## src/rtl/core/sht_pkg.sv

```systemverilog
package sht_pkg;

	// Table geometry
	localparam int MAX_ENTRIES = 1024;
	localparam int IDX_W       = $clog2(MAX_ENTRIES);
	localparam int SLOT_W      = IDX_W + 1;
	localparam int KEY_W       = 64;
	localparam int OFF_W       = 24;
	localparam int ADDR_W      = 32;
	localparam int CMD_W       = 2;
	localparam int CFG_IDX_W   = 2;
	localparam int CFG_DATA_W  = 32;

	// Command codes
	localparam logic [CMD_W-1:0] CMD_LOAD_KEY = 2'd0;
	localparam logic [CMD_W-1:0] CMD_LOAD_OFF = 2'd1;
	localparam logic [CMD_W-1:0] CMD_LOOKUP   = 2'd2;

	// Configuration register indexes
	localparam logic [CFG_IDX_W-1:0] REG_ENTRY_COUNT  = 2'd0;
	localparam logic [CFG_IDX_W-1:0] REG_STRINGS_BASE = 2'd1;

	typedef enum logic [2:0] {
		ST_IDLE,
		ST_PROBE,
		ST_CMP,
		ST_OFF0,
		ST_OFF1,
		ST_HIT,
		ST_MISS
	} state_t;

	// Controller to datapath
	typedef struct packed {
		logic accept;
		logic key_rd;
		logic step;
		logic off_rd;
		logic off_sel;
		logic off0_cap;
		logic out_load;
		logic out_hit;
	} ctrl_cmd_t;

	// Datapath to controller
	typedef struct packed {
		logic trivial;
		logic match;
		logic last;
	} dp_status_t;

endpackage

```

## src/rtl/core/sht_ctrl.sv

```systemverilog
module sht_ctrl import sht_pkg::*; (
	input  logic             clk,
	input  logic             arst_n,
	input  logic             in_valid,
	output logic             in_ready,
	input  logic [CMD_W-1:0] cmd,
	output logic             out_valid,
	input  logic             out_ready,
	input  dp_status_t       sts,
	output ctrl_cmd_t        ctl
);

	state_t state_q;
	state_t state_d;
	logic   out_valid_q;
	logic   out_free;

	assign out_free  = !out_valid_q || out_ready;
	assign out_valid = out_valid_q;

	// State register
	always_ff @(posedge clk or negedge arst_n) begin
		if (!arst_n)
			state_q <= ST_IDLE;
		else
			state_q <= state_d;
	end

	// Output slot: fill on load, drop on transfer
	always_ff @(posedge clk or negedge arst_n) begin
		if (!arst_n)
			out_valid_q <= 1'b0;
		else if (ctl.out_load)
			out_valid_q <= 1'b1;
		else if (out_ready)
			out_valid_q <= 1'b0;
	end

	// Next state and datapath commands
	always_comb begin
		state_d  = state_q;
		in_ready = 1'b0;
		ctl      = '0;
		case (state_q)
			ST_IDLE: begin
				in_ready = 1'b1;
				if (in_valid) begin
					ctl.accept = 1'b1;
					if (cmd == CMD_LOOKUP && !sts.trivial)
						state_d = ST_PROBE;
					else
						state_d = ST_MISS;
				end
			end
			ST_PROBE: begin
				ctl.key_rd = 1'b1;
				state_d    = ST_CMP;
			end
			ST_CMP: begin
				if (sts.match) begin
					state_d = ST_OFF0;
				end else begin
					ctl.step = 1'b1;
					state_d  = sts.last ? ST_MISS : ST_PROBE;
				end
			end
			ST_OFF0: begin
				ctl.off_rd = 1'b1;
				state_d    = ST_OFF1;
			end
			ST_OFF1: begin
				ctl.off0_cap = 1'b1;
				ctl.off_rd   = 1'b1;
				ctl.off_sel  = 1'b1;
				state_d      = ST_HIT;
			end
			ST_HIT: begin
				if (out_free) begin
					ctl.out_load = 1'b1;
					ctl.out_hit  = 1'b1;
					state_d      = ST_IDLE;
				end
			end
			ST_MISS: begin
				if (out_free) begin
					ctl.out_load = 1'b1;
					state_d      = ST_IDLE;
				end
			end
			default: state_d = ST_IDLE;
		endcase
	end

endmodule

```

## config.mk

```make
export PLATFORM = sky130hd
export DESIGN_NAME = sht_ctrl
export DESIGN_NICKNAME = d
export VERILOG_FILES = /design/src/rtl/core/sht_pkg.sv /design/src/rtl/core/sht_ctrl.sv
export SDC_FILE = /design/constraint.sdc
export NUM_CORES = 1
export LEC_CHECK = 0
export ABC_AREA = 1
export BUFFER_PORTS_ARGS = -buffer_cell sky130_fd_sc_hd__buf_2
export CAP_MARGIN = 5
export CORE_AREA = 5 5 42 44
export DETAILED_ROUTE_END_ITERATION = 10
export DIE_AREA = 0 0 47 49
export PLACE_DENSITY = 0.56
export SKIP_LAST_GASP = 1
export SYNTH_ARGS = -nofsm -noshare
export SYNTH_HDL_FRONTEND = slang
export SYNTH_SLANG_ARGS = --single-unit
export TNS_END_PERCENT = 10
```

## constraint.sdc

```tcl
create_clock -name clk -period 1.1 [get_ports clk]
set_input_delay 0.22 -clock clk [delete_from_list [all_inputs] [get_ports clk]]
set_output_delay 0.22 -clock clk [all_outputs]
set_load 0.005 [all_outputs]
```

==> flow_summary_export.csv <==
group,metric,value,unit
floorplan,initial_utilization,26.7,%
layout,final_area,553,µm²
run_status,violations,"negative setup slack",
worst_setup_path,cp.arrival,1.17,ns
drt,wl,919,µm
place,place.gp.congestion,0.759,
grt,overflow,0,
place,port_buffers,18,
clocking,root_buffer,"clkbuf_4",
pwr,finalPower,1.52,mW
drt,drtIter0Drc,1,
clocking,cts_tree,"yes",
timing,hold_viol_final,0,
synth,syn_area,374,µm²
timing,tightestPinTransition,0.261,ns
clocking,clk_latency,0.23,ns
timing,drv_slew,0,
worst_setup_path,crit_type,"reg -> out",
flow_run,cap_violations,0,
floorplan,coreArea,1400,µm²
clocking,numCtsBuffers,3,
timing,maxSlewHeadroom,82.6,%
synth,yosysSeqAreaShare,26.8,%
synth,synth_top_area_cell,"dfrtp_1",
grt,grt_max_degree,9,
floorplan,dieWidth,47,µm
worst_setup_path,cp_max_fo,4,
drt,vias,450,
pwr,p_leak,0.348,nW
pwr,p_per_area,2750,nW/µm²
floorplan,num_rows,14,
pwr,ir_drop,0.00128,V
timing,rsz0062_at_grt,"true",
timing,worst_slack,-0.291,ns
timing,fin_crit_sh,126,%
worst_setup_path,cp.required,0.88,ns
drt,ant_nets,0,
grt,antenna_found_initial,0,
clocking,cts_sinks,4,
worst_hold_path,min_path_type,"in -> reg",
synth,synth_top_area_share,26.8,%
synth,synthesis.nets,74,
floorplan,io_pins,19,
worst_setup_path,crit_path_start_kind,"flop",
timing,finalClockSkew,0.00512,ns
synth,synth_cell_type_count,14,
timing,layout_min_cycle_time,1.39,ns
clocking,clk_pin_slew_worst_paths,0.04,ns
synth,synth_warnings,0,
timing,max_freq,0.719,GHz
grt,grt_usage,9.03,%
drt,via_per_inst,4.25,
floorplan,dieArea,2300,µm²
floorplan,die_h,49,µm
layout,diodes,0,
clocking,cts_max_level,1,
worst_hold_path,holdPathStages,2,
synth,ys_ff_latch,4,
layout,drive_gt1_share,43.3,%
layout,syn2layout_area_growth,47.8,%
drt,first_pass_iters,2,
run_status,outcome,"complete, but fails checks",
synth,synthCells,65,
layout,fin_nets,101,
grt,grt_pass1_vias,406,
synth,ys_top_cells_by_area,"dfrtp_1 (27%), nand2_1 (21%), nand3_1 (12%)",
timing,setup-violations-final,12,
worst_setup_path,reg2regPathDepth,8,
place,place_area,480,µm²
grt,grt_pass1_wl,1610,µm
drt,route.detailed.drc,0,
worst_setup_path,critPathCaptureType,"primary output",
clocking,clockBufferDepth,2,
drt,wl_per_cell,8.67,µm
synth,syn_avg_cell_area,5.76,µm²
place,place.detailed.hpwl,766,µm
## power by group
part	leakage (nW)	switching (mW)	internal, mW
Combinational	0.288	0.533	0.447
Clock	0.0138	0.0531	0.122
Sequential	0.0458	0.130	0.235
Total	0.348	0.717	0.803
## per-layer routing
layer / share of wire (%) / GRT usage, % / vias up / wire, µm
met4: 0 / 1.38 / 0 / 0
met3: 6.7 / 3.32 / 0 / 62
met2: 45 / 12.9 / 10 / 409
li1: - / - / 245 / -
met1: 49 / 13.1 / 195 / 448
met5: 0 / 0 / - / 0
## stage by stage
| stage | worst slack [ns] | hold slack (ns) | TNS, ns | instances | utilization (%) |
|---|---|---|---|---|---|
| floorplan | 0.0220 | -0.0756 | 0 | 65 | - |
| finish | -0.291 | 0.199 | -2.68 | 106 | 39.5 |
| detailed placement | -0.110 | 0.0277 | -0.463 | 99 | 34.3 |
| global route | -0.345 | 0.228 | -3.59 | 106 | 39.5 |
| CTS | -0.300 | 0.192 | -2.50 | 105 | 38.3 |
| global placement | -0.0980 | 0.0286 | -0.318 | 99 | 34.3 |
## area by class of cell
cell class              instances  area, µm²
well taps                      16       20.0
multi-input cells              45        213
flip-flops and latches          4        104
fillers                       164        848
clock buffers                   3       22.5
inverters                      14       52.6
repair buffers                 24        141
## cell families (layout without fill, tap and decap cells)
logic type	count (synthesis)	after routing	synth area share [%]
and+or+nand+nor	43	43	50.5
AOI/OAI and AO/OA	2	2	3.68
buffers and inverters	16	41	19.1
DFF	4	4	26.8
## synth_stat cells, drive strengths merged
library cell and instances:
nand2 22, inv 14, nand3 10, nor2 10, dfrtp 4, buf 2
a21oi 1, nor4 1, o21ai 1
## worst max-delay path, stage by stage, from the launching register on
cell     delay (ns)
dfrtp_2        0.43
buf_4          0.14
nand3_1        0.09
nand2_2        0.07
inv_2          0.05
nor2_1         0.03
buf_2          0.13
## placed cells by master, fill, tap and decap left out
| cell | n |
|---|---|
| inv_1 | 10 |
| clkbuf_4 | 3 |
| nor2_2 | 2 |
| nand3_4 | 1 |
| buf_2 | 18 |
| nor2_1 | 8 |
| inv_2 | 4 |
| dfrtp_1 | 1 |
| buf_6 | 1 |
| nand2_1 | 20 |
| dlygate4sd3_1 | 1 |
| nand2_2 | 2 |
| dfrtp_2 | 3 |
| a21oi_2 | 1 |
| nor4_1 | 1 |
| o21ai_0 | 1 |
| nand3_1 | 9 |
| buf_4 | 4 |
## final timing paths
check                            from    endpoint  slack, ns
setup reg to reg           state_q[1]  state_q[0]      -0.16
min in group asynchronous      arst_n  state_q[2]       0.32
setup / recovery           state_q[1]      ctl[1]      -0.29
max in group asynchronous      arst_n  state_q[0]       0.65
hold / removal              out_ready   out_valid       0.20
hold reg to reg            state_q[1]  state_q[1]       0.56
## repair_timing
item / 4_1_cts / 5_1_grt
hold buffers: 1 / 0
resized for setup: 5 / 3
hold endpoints to repair: 4 / 0
setup endpoints to repair: 12 / 12
gates cloned: 0 / 0
buffers inserted: 2 / 1
pin swaps: 1 / 1
## registers in the layout (all words and copies together), names as in the netlist
| name | flops |
|---|---|
| out_valid | 1 |
| state_q | 3 |
No activity file was read; power rests on OpenSTA's default activity.
